## src/rtl/array_linked_list_manager_assert.svh

```systemverilog
// Assertion macros for the array linked list manager
`ifndef ARRAY_LINKED_LIST_MANAGER_ASSERT_SVH
`define ARRAY_LINKED_LIST_MANAGER_ASSERT_SVH
`ifndef SYNTHESIS
`define ALM_ASSERT_IMP(label, clk, rst, a, c) \
  label: assert property (@(posedge clk) disable iff (rst) (a) |-> (c)) \
    else $error("assertion failed");
`define ALM_ASSERT_NXT(label, clk, rst, a, c) \
  label: assert property (@(posedge clk) disable iff (rst) (a) |=> (c)) \
    else $error("assertion failed");
`else
`define ALM_ASSERT_IMP(label, clk, rst, a, c)
`define ALM_ASSERT_NXT(label, clk, rst, a, c)
`endif
`endif

```

## src/rtl/alm_pkg.sv

```systemverilog
// ----------------------------------------------------------------------------
// alm_pkg
// Shared constants, command codes and controller/datapath interface types.
// ----------------------------------------------------------------------------
package alm_pkg;
  localparam int unsigned CAPACITY_DEF   = 256;
  localparam int unsigned DATA_WIDTH_DEF = 32;

  localparam logic [1:0] CMD_INSERT = 2'd0;
  localparam logic [1:0] CMD_DELETE = 2'd1;
  localparam logic [1:0] CMD_FIND   = 2'd2;
  localparam logic [1:0] CMD_LINEAR = 2'd3;

  localparam logic [1:0] ST_OK   = 2'd0;
  localparam logic [1:0] ST_BAD  = 2'd1;
  localparam logic [1:0] ST_FULL = 2'd2;

  // datapath operation selected by the controller
  typedef enum logic [3:0] {
    OP_NONE,
    OP_CLR,      // write reset contents at clear index
    OP_LD,       // capture command
    OP_RD_POS,   // read links and item of position
    OP_CHK,      // decide status from used bit and flags
    OP_INS_A,    // write new slot, capture next free link
    OP_INS_B,    // fix pos.next and n.prev, counters
    OP_DEL_A,    // fix p.next and n.prev
    OP_DEL_B,    // clear pos, link it to free chain, counters
    OP_WALK_RD,  // read next of cursor
    OP_WALK_ST,  // step cursor
    OP_LIN_RD,   // read item at cursor
    OP_LIN_WR,   // write scratch entry, advance
    OP_CP_RD,    // read scratch entry
    OP_CP_WR,    // write list entry in order, or free entry
    OP_DONE      // present result
  } op_t;

  typedef struct packed {
    op_t op;
  } alm_cmd_t;

  typedef struct packed {
    logic bad;      // status check failed
    logic last;     // sweep/walk finished
  } alm_stat_t;
endpackage

```

## src/rtl/alm_ctrl.sv

```systemverilog
// ----------------------------------------------------------------------------
// alm_ctrl
// Sequencer: clearing pass, command steps, walks and result handshake.
// ----------------------------------------------------------------------------
module alm_ctrl (
  input  logic               clk,
  input  logic               rst,
  input  logic               s_tvalid,
  output logic               s_tready,
  input  logic [1:0]         s_cmd,
  output logic               m_tvalid,
  input  logic               m_tready,
  output alm_pkg::alm_cmd_t  ctl,
  input  alm_pkg::alm_stat_t sts
);
  import alm_pkg::*;

  typedef enum logic [3:0] {
    S_CLR, S_IDLE, S_RD, S_CHK, S_INSA, S_INSB, S_DELA, S_DELB,
    S_WRD, S_WST, S_LRD, S_LWR, S_CRD, S_CWR, S_OUT
  } state_t;

  state_t state;
  logic [1:0] cmd;

  assign s_tready = state == S_IDLE;
  assign m_tvalid = state == S_OUT;

  always_comb begin
    unique case (state)
      S_CLR:  ctl.op = OP_CLR;
      S_IDLE: ctl.op = (s_tvalid) ? OP_LD : OP_NONE;
      S_RD:   ctl.op = OP_RD_POS;
      S_CHK:  ctl.op = OP_CHK;
      S_INSA: ctl.op = OP_INS_A;
      S_INSB: ctl.op = OP_INS_B;
      S_DELA: ctl.op = OP_DEL_A;
      S_DELB: ctl.op = OP_DEL_B;
      S_WRD:  ctl.op = OP_WALK_RD;
      S_WST:  ctl.op = OP_WALK_ST;
      S_LRD:  ctl.op = OP_LIN_RD;
      S_LWR:  ctl.op = OP_LIN_WR;
      S_CRD:  ctl.op = OP_CP_RD;
      S_CWR:  ctl.op = OP_CP_WR;
      S_OUT:  ctl.op = OP_DONE;
      default: ctl.op = OP_NONE;
    endcase
  end

  always_ff @(posedge clk) begin
    if (rst) begin
      state <= S_CLR;
      cmd   <= CMD_INSERT;
    end else begin
      unique case (state)
        S_CLR: if (sts.last) state <= S_IDLE;
        S_IDLE: if (s_tvalid) begin
          cmd <= s_cmd;
          state <= (s_cmd == CMD_LINEAR) ? S_LRD : S_RD;
        end
        S_RD: state <= S_CHK;
        // branch once status is known
        S_CHK: begin
          if (cmd == CMD_INSERT)      state <= sts.bad ? S_OUT : S_INSA;
          else if (cmd == CMD_DELETE) state <= sts.bad ? S_OUT : S_DELA;
          else                        state <= sts.bad ? S_OUT : S_WRD;
        end
        S_INSA: state <= S_INSB;
        S_INSB: state <= S_OUT;
        S_DELA: state <= S_DELB;
        S_DELB: state <= S_OUT;
        S_WRD: state <= sts.last ? S_OUT : S_WST;
        S_WST: state <= S_WRD;
        S_LRD: state <= sts.last ? S_CRD : S_LWR;
        S_LWR: state <= S_LRD;
        S_CRD: state <= S_CWR;
        S_CWR: state <= sts.last ? S_OUT : S_CRD;
        S_OUT: if (m_tready) state <= S_IDLE;
        default: state <= S_IDLE;
      endcase
    end
  end
endmodule

```

## config.mk

```make
export PLATFORM = sky130hd
export DESIGN_NAME = alm_ctrl
export DESIGN_NICKNAME = d
export VERILOG_FILES = /design/src/rtl/array_linked_list_manager_assert.svh /design/src/rtl/alm_pkg.sv /design/src/rtl/alm_ctrl.sv
export SDC_FILE = /design/constraint.sdc
export NUM_CORES = 1
export LEC_CHECK = 0
export ABC_CLOCK_PERIOD_IN_PS = 1600
export BUFFER_PORTS_ARGS = -buffer_cell sky130_fd_sc_hd__buf_4
export CAP_MARGIN = 10
export CORE_AREA = 2 2 39 41
export CTS_BUF_LIST = sky130_fd_sc_hd__clkbuf_8
export CTS_CLUSTER_DIAMETER = 50
export DETAILED_ROUTE_END_ITERATION = 7
export DIE_AREA = 0 0 41 43
export GPL_ROUTABILITY_DRIVEN = 0
export HOLD_SLACK_MARGIN = 0.02
export PLACE_DENSITY = 0.7
export SYNTH_ARGS = -nofsm -noshare
export SYNTH_HDL_FRONTEND = slang
export SYNTH_SLANG_ARGS = --single-unit
```

## constraint.sdc

```tcl
create_clock -name clk -period 1.6 [get_ports clk]
set_clock_uncertainty 0.15 [all_clocks]
set_input_delay 0.32 -clock clk [delete_from_list [all_inputs] [get_ports clk]]
set_output_delay 0.32 -clock clk [all_outputs]
set_load 0.005 [all_outputs]
```

---- After elaboration in Yosys (flattened, before gate mapping) ----
Cells that the tools add are included.
word-level totals
  flip-flop bits (word level) ............. 6
  word-level logic and storage cells ...... 41
cells by class
  mux-type cells .......................... 15
  reduce and logical (&&, ||, !) cells .... 5
  eq/ne operators ......................... 19
operator list
  cell                  number
  $pmux W4 S15          1
  $pmux W4 S14          1
  $mux W4               8
  $eq A4 B4 Y1 const B  7
  $eq A4 B3 Y1 const B  4
  $mux W3               3
  $eq A4 B2 Y1 const B  2
  $eq A4 B1 Y1 const B  1
  $logic_not A4 Y1      1
  $mux W2               2
  $ne A2 B2 Y1 const B  2
  $reduce_and A3 Y1     1
  $eq A2 B1 Y1 const B  1
  $eq A2 B2 Y1 const B  1
  $logic_not A2 Y1      1
  $ne A2 B1 Y1 const B  1
  $reduce_and A2 Y1     1
  $reduce_or A2 Y1      1

---- Depth between registers and ports, before layout ----
Gate-level depths: netlist of the first run.
  word-level depth ........................ 4
  gate-level depth with buffers ........... 5
  mapped depth without buffers ............ 4

---- Worst setup path after synthesis of the first run ----
OpenSTA, ideal clock, no wires.
  path type ............................... register to output
  start ................................... register state[2]
  end ..................................... output ctl[1] (netlist bit)
  arrival time ............................ 0.934 ns
  data required time ...................... 1.130 ns
  path slack .............................. 0.196 ns
  cell stages (with the launch flop) ...... 5
  cell sequence ........................... dfxtp_1 buf_6 nor2_1 a211o_1 o21ai_1
RTL lines
  what                    line            RTL
  start, declared         alm_ctrl.sv:23  state_t state;
  start signal, assigned  alm_ctrl.sv:59  state <= (s_cmd == CMD_LINEAR) ? S_LRD : S_RD;
  start signal, assigned  alm_ctrl.sv:64  if (cmd == CMD_INSERT) state <= sts.bad ? S_OUT : S_INSA;
  start signal, assigned  alm_ctrl.sv:65  else if (cmd == CMD_DELETE) state <= sts.bad ? S_OUT : S_DELA;
  end, declared           alm_ctrl.sv:13  output alm_pkg::alm_cmd_t ctl,

==> run_results.csv, run 1 <==
group,metric,value,unit
place,dp.cells,100,
synthesis,synth_ff_type,"dfxtp_1",
finish,num-fill-cells,128,
synthesis,syn_inst,68,
finish,final_area,790,sq um
power_and_ir_drop,power,539,uW
finish,multiInputGateArea,395,sq um
clock_tree,clock_latency,0.22,ns
route,drc,0,
floorplanning,die_h,43,um
place,place_area,666,sq um
critical_path,worstSetupPathType,"reg2out",
critical_path,end_kind,"output pin",
route,drt_iter0_markers,15,
floorplanning,rows,14,
timing,fmax,630,MHz
place,dp_hpwl,1.09,mm
global_routing,grt_util_all_layers,19.0,%
clock_tree,cts_tree,"done",
global_routing,grt_overflow_total,0,
timing,finalMaxSlewViolations,0,
clock_tree,clk_path_buf_depth,2,
synthesis,synth_edf_count,0,
global_routing,grt_start_max_net_pins,14,
finish,diodes,0,
synthesis,ys_types,33,
timing,finalHoldViolCount,0,
finish,drive_gt1_share,48.3,%
min_path,hold_path.class,"in2reg",
global_routing,antenna_found_initial,0,
job,maxCapViolCount,0,
synthesis,synth.most_common_cell,"nand2_1",
timing,worst_pin_slew,0.326,ns
synthesis,synth_warnings,0,
power_and_ir_drop,p_leak,0.333,nW
synthesis,netlist_top_cells_area,"dfxtp_1 (22%), buf_6 (6.3%), a21oi_1 (5.6%)",
timing,setup_violations,0,
floorplanning,start_util,38.6,%
clock_tree,clk_pin_slew,0.04,ns
floorplanning,core,0.00138,sq mm
floorplanning,die_w,41,um
synthesis,syn_nets,76,
clock_tree,clock_sinks,6,
critical_path,cp-start-kind,"flop",
route,wirelength,1.49,mm
route,post_drt_wl_per_cell,14.2,um
floorplanning,die_area,0.00176,sq mm
route,num_vias,584,
timing,hold_slack,0.144,ns
power_and_ir_drop,power_density,683,mW/mm^2
timing,rsz0062_at_grt,"true",
critical_path,worstPathArrival,1.12,ns
clock_tree,ctsHtreeMaxLevel,1,
finish,fin_util,57.1,%
timing,slew_headroom,78.3,%
clock_tree,cts_root_buf,"clkbuf_8",
timing,min_period,1.59,ns
route,drt-pass1-iter-count,4,
place,numPortBuffers,13,
synthesis,synth_commonest_cells,"nand2_1 (8), a21oi_1 (6), dfxtp_1 (6), nor2_1 (6), inv_1 (4)",
synthesis,syn-cell-area,534,sq um
clock_tree,postCtsHoldBufs,0,
finish,fin_nets,99,
synthesis,yosys.area.top_type,"dfxtp_1",
timing,finalCritPeriodShare,99.2,%
finish,syn_to_final_growth,47.8,%
finish,seq_area,135,sq um
critical_path,ff2ff_path_depth,5,
power_and_ir_drop,vdd_drop_max,0.540,mV
finish,stdcell_count,105,
critical_path,required,1.13,ns
global_routing,grt_pass1_wl,2.33,mm
synthesis,yosysSeqAreaShare,22.5,%
synthesis,synthArstFlopShare,0,%
synthesis,synth-seq-cells,6,
outcome,status,"finished clean",
route,viasPerCell,5.56,
min_path,min_path_cells,2,
route,drt.antenna.violating_nets,0,
clock_tree,cts_inserted_buffers,3,
synthesis,avgSynthCellArea,7.86,sq um
global_routing,first_global_vias,528,
synthesis,synth_top_area_share,22.5,%
critical_path,cp_max_fo,5,
floorplanning,io_pins,14,
==> cell families (layout without fill, tap and decap cells) <==
group / Yosys count / in the layout / synth area share [%]
AOI/OAI and AO/OA: 20 / 20 / 28.8
xor gates and xnor gates: 2 / 2 / 3.28
buffers and inverters: 10 / 31 / 11.9
DFF: 6 / 6 / 22.5
muxes: 2 / 2 / 3.75
and+or+nand+nor: 28 / 28 / 29.7
==> registers in the layout (all words and copies together) (netlist names) <==
| name | cells |
|---|---|
| cmd | 2 |
| state | 4 |
==> repair_timing <==
action,4_1_cts,5_1_grt
pin swaps,2,1
gates resized for setup,11,8
setup endpoints to repair,6,6
buffers inserted,0,2
==> layer usage <==
layer	routed length, um	global-route usage [%]	vias to the layer above
li1	-	-	289
met1	639	23.9	274
met2	766	30.3	19
met3	73	7.85	2
met4	13	2.00	0
met5	0	0	-
==> final cells by class <==
cell class	count	area share, %
clock buffer	3	5.23
timing repair buffer	22	21.9
inverter	6	3.17
sequential	6	17.1
multi-input combinational	52	50.1
tap	16	2.54
==> cell usage in the layout (no fill, tap or decap), drive strengths merged, types with 2 or more instances in the layout <==
cell type	synthesis	routed
nand3	2	2
inv	6	6
o21ai	3	3
and2	2	2
mux2i	2	2
clkbuf	0	3
nand2	8	8
buf	4	22
xnor2	2	2
nor2	6	6
a21oi	6	6
nor3	3	3
dfxtp	6	6
nor2b	3	3
==> worst max-delay path: stages (launching register included) <==
cell,delay [ns]
dfxtp_4,0.39
nor2_4,0.04
a211o_1,0.24
o21ai_1,0.08
buf_4,0.13
==> through the flow <==
step | setup slack [ns] | TNS, ns
after floorplan | 0.196 | 0
after global placement | 0.0390 | 0
after detailed placement | -0.0307 | -0.0307
after CTS | 0.00582 | 0
after global routing | -0.0327 | -0.108
final | 0.0121 | 0
==> where the power goes <==
group | switching (mW) | internal (mW)
Sequential | 0.0128 | 0.155
Combinational | 0.0638 | 0.0764
Clock | 0.0691 | 0.162
Total | 0.146 | 0.393
==> final timing paths <==
path                                from  endpoint  slack (ns)
worst max register to register  state[3]  state[1]        0.08
worst max-delay path            state[2]    ctl[1]        0.01
worst min-delay path                 rst  state[2]        0.14
worst min register to register    cmd[0]    cmd[0]        0.35
Power figures use the tool's default switching activity.
==> inputs of run 2 (changes only) <==
==> config.mk (replaced) <==
export PLATFORM = sky130hd
export DESIGN_NAME = alm_ctrl
export DESIGN_NICKNAME = d
export VERILOG_FILES = /design/src/rtl/array_linked_list_manager_assert.svh /design/src/rtl/alm_pkg.sv /design/src/rtl/alm_ctrl.sv
export SDC_FILE = /design/constraint.sdc
export NUM_CORES = 1
export LEC_CHECK = 0
export ABC_CLOCK_PERIOD_IN_PS = 2000
export CAP_MARGIN = 10
export CORE_AREA = 5 5 42 44
export CTS_BUF_LIST = sky130_fd_sc_hd__clkbuf_8
export CTS_CLUSTER_DIAMETER = 50
export DETAILED_ROUTE_END_ITERATION = 7
export DIE_AREA = 0 0 47 49
export DONT_BUFFER_PORTS = 1
export GPL_ROUTABILITY_DRIVEN = 0
export HOLD_SLACK_MARGIN = 0.02
export PLACE_DENSITY = 0.61
export SYNTH_ARGS = -nofsm -noshare
export SYNTH_HDL_FRONTEND = slang
export SYNTH_SLANG_ARGS = --single-unit
==> constraint.sdc (replaced) <==
create_clock -name clk -period 2 [get_ports clk]
set_clock_uncertainty 0.15 [all_clocks]
set_input_delay 0.4 -clock clk [delete_from_list [all_inputs] [get_ports clk]]
set_output_delay 0.4 -clock clk [all_outputs]
set_load 0.005 [all_outputs]
==> run_results.csv, run 2 (synthesized netlist as in run 1, its figures left out) <==
group,metric,value,unit
finish,num-fill-cells,148,
floorplanning,die_area,0.00230,sq mm
power_and_ir_drop,p_leak,0.188,nW
power_and_ir_drop,power_density,663,mW/mm^2
critical_path,reg2reg_from,"state[3]",
outcome,status,"finished clean",
global_routing,grt_start_max_net_pins,14,
finish,top_regs,"state: 4 flops, cmd: 2 flops",
global_routing,first_global_vias,444,
floorplanning,rows,14,
finish,syn_to_final_growth,7.03,%
route,post_drt_wl_per_cell,13.7,um
critical_path,reg2reg_to,"state[1]",
route,drt_iter0_markers,12,
timing,finalMaxSlewViolations,0,
finish,drive_gt1_share,20.3,%
floorplanning,die_h,49,um
critical_path,ff2ff_path_depth,4,
clock_tree,cts_inserted_buffers,3,
job,maxCapViolCount,0,
critical_path,cp-start-kind,"flop",
timing,fmax,523,MHz
finish,fin_nets,79,
clock_tree,cts_root_buf,"clkbuf_8",
floorplanning,core,0.00140,sq mm
power_and_ir_drop,vdd_drop_max,0.432,mV
clock_tree,clk_pin_slew,0.04,ns
critical_path,path_cells,"nor2_1 > a211o_1 > o21ai_1",
finish,multiInputGateArea,350,sq um
route,num_vias,506,
clock_tree,postCtsHoldBufs,0,
finish,final_common_cell,"nand2_1",
power_and_ir_drop,clkPwrFrac,47.9,%
route,m1WireLength,456,um
power_and_ir_drop,switching_share,25.0,%
critical_path,slowest_delay,0.59,ns
route,drt.antenna.violating_nets,0,
timing,rsz0062_at_grt,"false",
critical_path,end_kind,"output pin",
clock_tree,cts.repair.resized,0,
floorplanning,io_pins,14,
place,numPortBuffers,0,
place,dp_hpwl,911,um
finish,seq_area,120,sq um
place,pre_cts_ws,0.346,ns
critical_path,required,1.45,ns
route,wirelength,1.17,mm
power_and_ir_drop,power_frac_seq,35.3,%
timing,min_period,1.91,ns
clock_tree,clock_sinks,6,
timing,setup_ws,0.0873,ns
min_path,hold_path.class,"in2reg",
route,drt-pass1-iter-count,4,
finish,diodes,0,
route,viasPerCell,5.95,
min_path,worstHoldStart,"rst",
min_path,hold-path-endpoint,"state[2]",
clock_tree,ctsHtreeMaxLevel,1,
timing,hold_slack,0.0900,ns
route,dr_wl_met3,104,um
timing,finalCritPeriodShare,95.6,%
global_routing,grt_util_all_layers,12.0,%
finish,fin_util,40.8,%
route,met2WireLength,568,um
clock_tree,clk_path_buf_depth,2,
clock_tree,cts_tree,"done",
global_routing,grt_pass1_wl,1.98,mm
finish,layout_common_cells,"nand2_1 (8), nor2_1 (6), a21oi_1 (6), dfxtp_1 (6), inv_1 (4)",
timing,slew_headroom,70.0,%
timing,finalHoldViolCount,0,
power_and_ir_drop,p_comb_share,16.8,%
timing,worst_pin_slew,0.449,ns
timing,tns,0,ns
power_and_ir_drop,power,379,uW
route,drc,0,
clock_tree,clock_latency,0.22,ns
finish,largest_reg_flops,4,
power_and_ir_drop,power.switching,94.9,uW
floorplanning,start_util,38.1,%
timing,setup_violations,0,
critical_path,worst-r2r-setup-slack,0.40,ns
floorplanning,die_w,47,um
critical_path,cp_max_fo,12,
power_and_ir_drop,intPower,284,uW
critical_path,worstSetupPathType,"reg2out",
critical_path,cpMaxStageDelayCell,"dfxtp_1",
clock_tree,cts_setup_buffers,0,
min_path,min_path_cells,1,
critical_path,worstPathArrival,1.36,ns
global_routing,grt_overflow_total,0,
finish,top_register,"state",
route,top_layer,"met4",
global_routing,antenna_found_initial,0,
run 2: cell count changes in the layout (fill, tap and decap cells not counted), sizes merged:
cell	delta
buf	-20
run 2: cell type report:
cell class              instances  share of cell area [%]
repair buffers                  2                    2.63
clock buffers                   3                    7.22
well taps                      16                    3.50
multi-input cells              52                    61.3
flip-flops and latches          6                    21.0
inverters                       6                    4.38
run 2: how the worst max path moves through the flow:
stage | to | slack (ns) | startpoint | depth (start not counted)
detailed placement | ctl[1] | 0.35 | state[3] | 3
global placement | state[1] | 0.39 | state[1] | 4
finish | ctl[1] | 0.09 | state[3] | 3
CTS | ctl[1] | 0.10 | state[3] | 3
floorplan | ctl[1] | 0.52 | state[2] | 4
global route | ctl[1] | 0.006 | state[3] | 3
run 2: power by group through the flow:
stage	Sequential, mW	Combinational, mW	Clock, mW
floorplan	0.133	0.0582	0
global placement	0.135	0.0642	0
detailed placement	0.135	0.0637	0
CTS	0.134	0.0640	0.187
global route	0.135	0.0713	0.193
finish	0.134	0.0638	0.181
run 2: metrics by stage:
stage / instance area (sq um) / cells
floorplan: 534 / 68
global placement: 531 / 82
detailed placement: 531 / 82
CTS: 572 / 85
global route: 572 / 85
finish: 572 / 85
run 2: per-layer routing:
metal  up-vias  global-route usage, %
met4         0                   9.68
met5         -                      0
li1        245                      -
met3         4                   2.58
met2        23                   16.7
met1       234                   15.0
run 2: critical path: cells and delay by family (launching register included):
family,cells,cell delay [ns]
compound gates,2,0.43
flops,1,0.59
simple gates,1,0.12
==> inputs of run 3 (changes only) <==
--- a/config.mk
+++ b/config.mk
@@ -5,8 +5,8 @@
 export SDC_FILE = /design/constraint.sdc
 export NUM_CORES = 1
 export LEC_CHECK = 0
+export ABC_AREA = 1
 export ABC_CLOCK_PERIOD_IN_PS = 2000
-export CAP_MARGIN = 10
 export CORE_AREA = 5 5 42 44
 export CTS_BUF_LIST = sky130_fd_sc_hd__clkbuf_8
 export CTS_CLUSTER_DIAMETER = 50
@@ -15,7 +15,7 @@
 export DONT_BUFFER_PORTS = 1
 export GPL_ROUTABILITY_DRIVEN = 0
 export HOLD_SLACK_MARGIN = 0.02
-export PLACE_DENSITY = 0.61
+export PLACE_DENSITY = 0.63
 export SYNTH_ARGS = -nofsm -noshare
 export SYNTH_HDL_FRONTEND = slang
 export SYNTH_SLANG_ARGS = --single-unit
==> run_results.csv, run 3 <==
group,metric,value,unit
outcome,status,"finished clean",
synthesis,netlist_top_cells_area,"dfxtp_1 (22%), nand2_1 (13%), nand3_1 (9.0%)",
timing,finalCritPeriodShare,94.4,%
finish,num-fill-cells,166,
synthesis,yosysSeqAreaShare,21.7,%
route,drt_iter0_markers,20,
synthesis,syn_inst,92,
finish,syn_to_final_growth,4.06,%
timing,slew_headroom,72.1,%
power_and_ir_drop,power_frac_seq,28.3,%
synthesis,synth-seq-cells,6,
critical_path,required,1.45,ns
clock_tree,cts_tree,"done",
synthesis,synthArstFlopShare,0,%
clock_tree,clk_path_buf_depth,2,
route,wirelength,1.33,mm
clock_tree,cts_inserted_buffers,3,
global_routing,grt_util_all_layers,13.1,%
place,pre_cts_ws,0.372,ns
power_and_ir_drop,intPower,423,uW
job,maxCapViolCount,0,
synthesis,syn-cell-area,554,sq um
power_and_ir_drop,power.switching,387,uW
floorplanning,io_pins,14,
power_and_ir_drop,clkPwrFrac,22.9,%
place,dp.cells,105,
finish,top_regs,"state: 4 flops, cmd: 2 flops",
finish,stdcell_count,108,
clock_tree,postCtsHoldBufs,0,
timing,rsz0062_at_grt,"false",
timing,worst_pin_slew,0.418,ns
min_path,hold_path.class,"in2reg",
route,viasPerCell,5.33,
critical_path,cp-start-kind,"flop",
synthesis,synth_top_area_share,21.7,%
synthesis,synth.most_common_cell,"nand2_1",
critical_path,cpMaxStageDelayCell,"dfxtp_1",
timing,tns,0,ns
synthesis,synth_warnings,0,
critical_path,worstPathArrival,1.34,ns
power_and_ir_drop,switching_share,47.8,%
timing,setup_violations,0,
critical_path,worstSetupPathType,"reg2out",
power_and_ir_drop,p_leak,0.284,nW
power_and_ir_drop,power_density,1410,mW/mm^2
timing,setup_ws,0.112,ns
synthesis,synth_ff_type,"dfxtp_1",
critical_path,path_cells,"nor2_2 > nand2_2 > inv_2 > nand2_1 > o31ai_1",
route,drt.antenna.violating_nets,0,
finish,layout_common_cells,"nand2_1 (19), inv_1 (11), nand3_1 (10), nor2_1 (9), o21ai_0 (8)",
clock_tree,clk_pin_slew,0.04,ns
finish,top_register,"state",
route,post_drt_wl_per_cell,12.3,um
route,num_vias,576,
timing,finalMaxSlewViolations,0,
power_and_ir_drop,vdd_drop_max,0.593,mV
power_and_ir_drop,p_comb_share,48.9,%
critical_path,slowest_delay,0.57,ns
critical_path,cp_top_family,"flip-flops",
clock_tree,cts_root_buf,"clkbuf_8",
place,numPortBuffers,0,
global_routing,grt_start_max_net_pins,11,
clock_tree,ctsHtreeMaxLevel,1,
global_routing,antenna_found_initial,0,
finish,drive_gt1_share,17.4,%
timing,fmax,530,MHz
floorplanning,start_util,39.6,%
global_routing,grt_pass1_wl,2.17,mm
floorplanning,die_area,0.00230,sq mm
finish,final_common_cell,"nand2_1",
floorplanning,core,0.00140,sq mm
floorplanning,rows,14,
synthesis,synth_edf_count,0,
synthesis,synth_commonest_cells,"nand2_1 (19), inv_1 (11), nand3_1 (10), nor2_1 (9), o21ai_0 (8)",
timing,finalHoldViolCount,0,
timing,min_period,1.89,ns
critical_path,critical_path_buf_inv_count,1,
floorplanning,die_h,49,um
synthesis,yosys.area.top_type,"dfxtp_1",
clock_tree,clock_latency,0.23,ns
finish,largest_reg_flops,4,
clock_tree,cts_setup_buffers,0,
global_routing,first_global_vias,489,
critical_path,end_kind,"output pin",
synthesis,avgSynthCellArea,6.02,sq um
synthesis,ys_types,19,
route,drc,0,
synthesis,syn_nets,100,
route,drt-pass1-iter-count,7,
critical_path,cp_max_fo,10,
place,dp_hpwl,1.06,mm
global_routing,grt_overflow_total,0,
clock_tree,clock_sinks,6,
clock_tree,cts.repair.resized,0,
finish,fin_nets,102,
floorplanning,die_w,47,um
finish,diodes,0,
## run 3: cell types whose count changed in the layout (fill, tap and decap cells not counted), sizes merged, moves of 2 or more
cell / previous run / this run
and2: 2 / 0
buf: 2 / 0
inv: 6 / 14
mux2i: 2 / 0
nand2: 8 / 24
nand3: 2 / 10
nand4: 0 / 2
nor2: 6 / 14
nor2b: 3 / 0
o21ai: 3 / 8
xnor2: 2 / 0
## run 3: worst register-to-register path, stage by stage, from the launching register on
cell and delay, ns:
dfxtp_1 0.53, inv_2 0.11, nor2_2 0.15, nand3_1 0.09, nand2_1 0.11, nor2_1 0.05
nand2_1 0.06, nand2_1 0.05, a21oi_1 0.13
## run 3: metal layers
metal | up-vias | part of all wire, % | GRT usage (%)
li1 | 300 | - | -
met1 | 254 | 45 | 17.5
met2 | 17 | 45 | 17.4
met3 | 5 | 6.5 | 2.95
met4 | 0 | 3.0 | 9.68
met5 | - | 0 | 0
## run 3: final cells by class
cell class,instances,area [sq um],area share [%]
Clock buffer,3,41.3,7.16
Inverter,14,52.6,9.11
Multi-Input combinational cell,69,343,59.4
Sequential cell,6,120,20.8
Tap cell,16,20.0,3.47
## run 3: final timing paths
check	start	endpoint	slack, ns	cells after the start
worst max register to register	state[3]	state[1]	0.51	8
worst min register to register	cmd[0]	cmd[0]	0.33	2
worst max-delay path	state[2]	ctl[1]	0.11	5
worst min-delay path	rst	state[1]	0.09	1
## run 3: power by group through the flow
stage	Clock, mW	Combinational, mW	Sequential, mW
final	0.186	0.396	0.229
after floorplan	0	0.407	0.178
after detailed placement	0	0.392	0.229
after global routing	0.200	0.452	0.238
after CTS	0.190	0.394	0.227
after global placement	0	0.393	0.229
## run 3: metrics by stage
step	total power, mW	cell area [sq um]	utilization (%)	hold WS (ns)
final	0.811	577	41.2	0.0941
after global routing	0.890	577	41.2	0.0838
after CTS	0.811	577	41.2	0.0885
after detailed placement	0.620	536	38.2	0.324
after global placement	0.622	536	38.2	0.312
after floorplan	0.585	554	-	0.284
## run 3: logic make-up (layout without fill, tap and decap cells)
group	after synthesis	count (layout)	share of synthesized area (%)
buffers and inverters	17	17	16.5
AND/OR/NAND/NOR	52	52	45.1
flip-flops	6	6	21.7
AO/OA/AOI/OAI	17	17	16.7
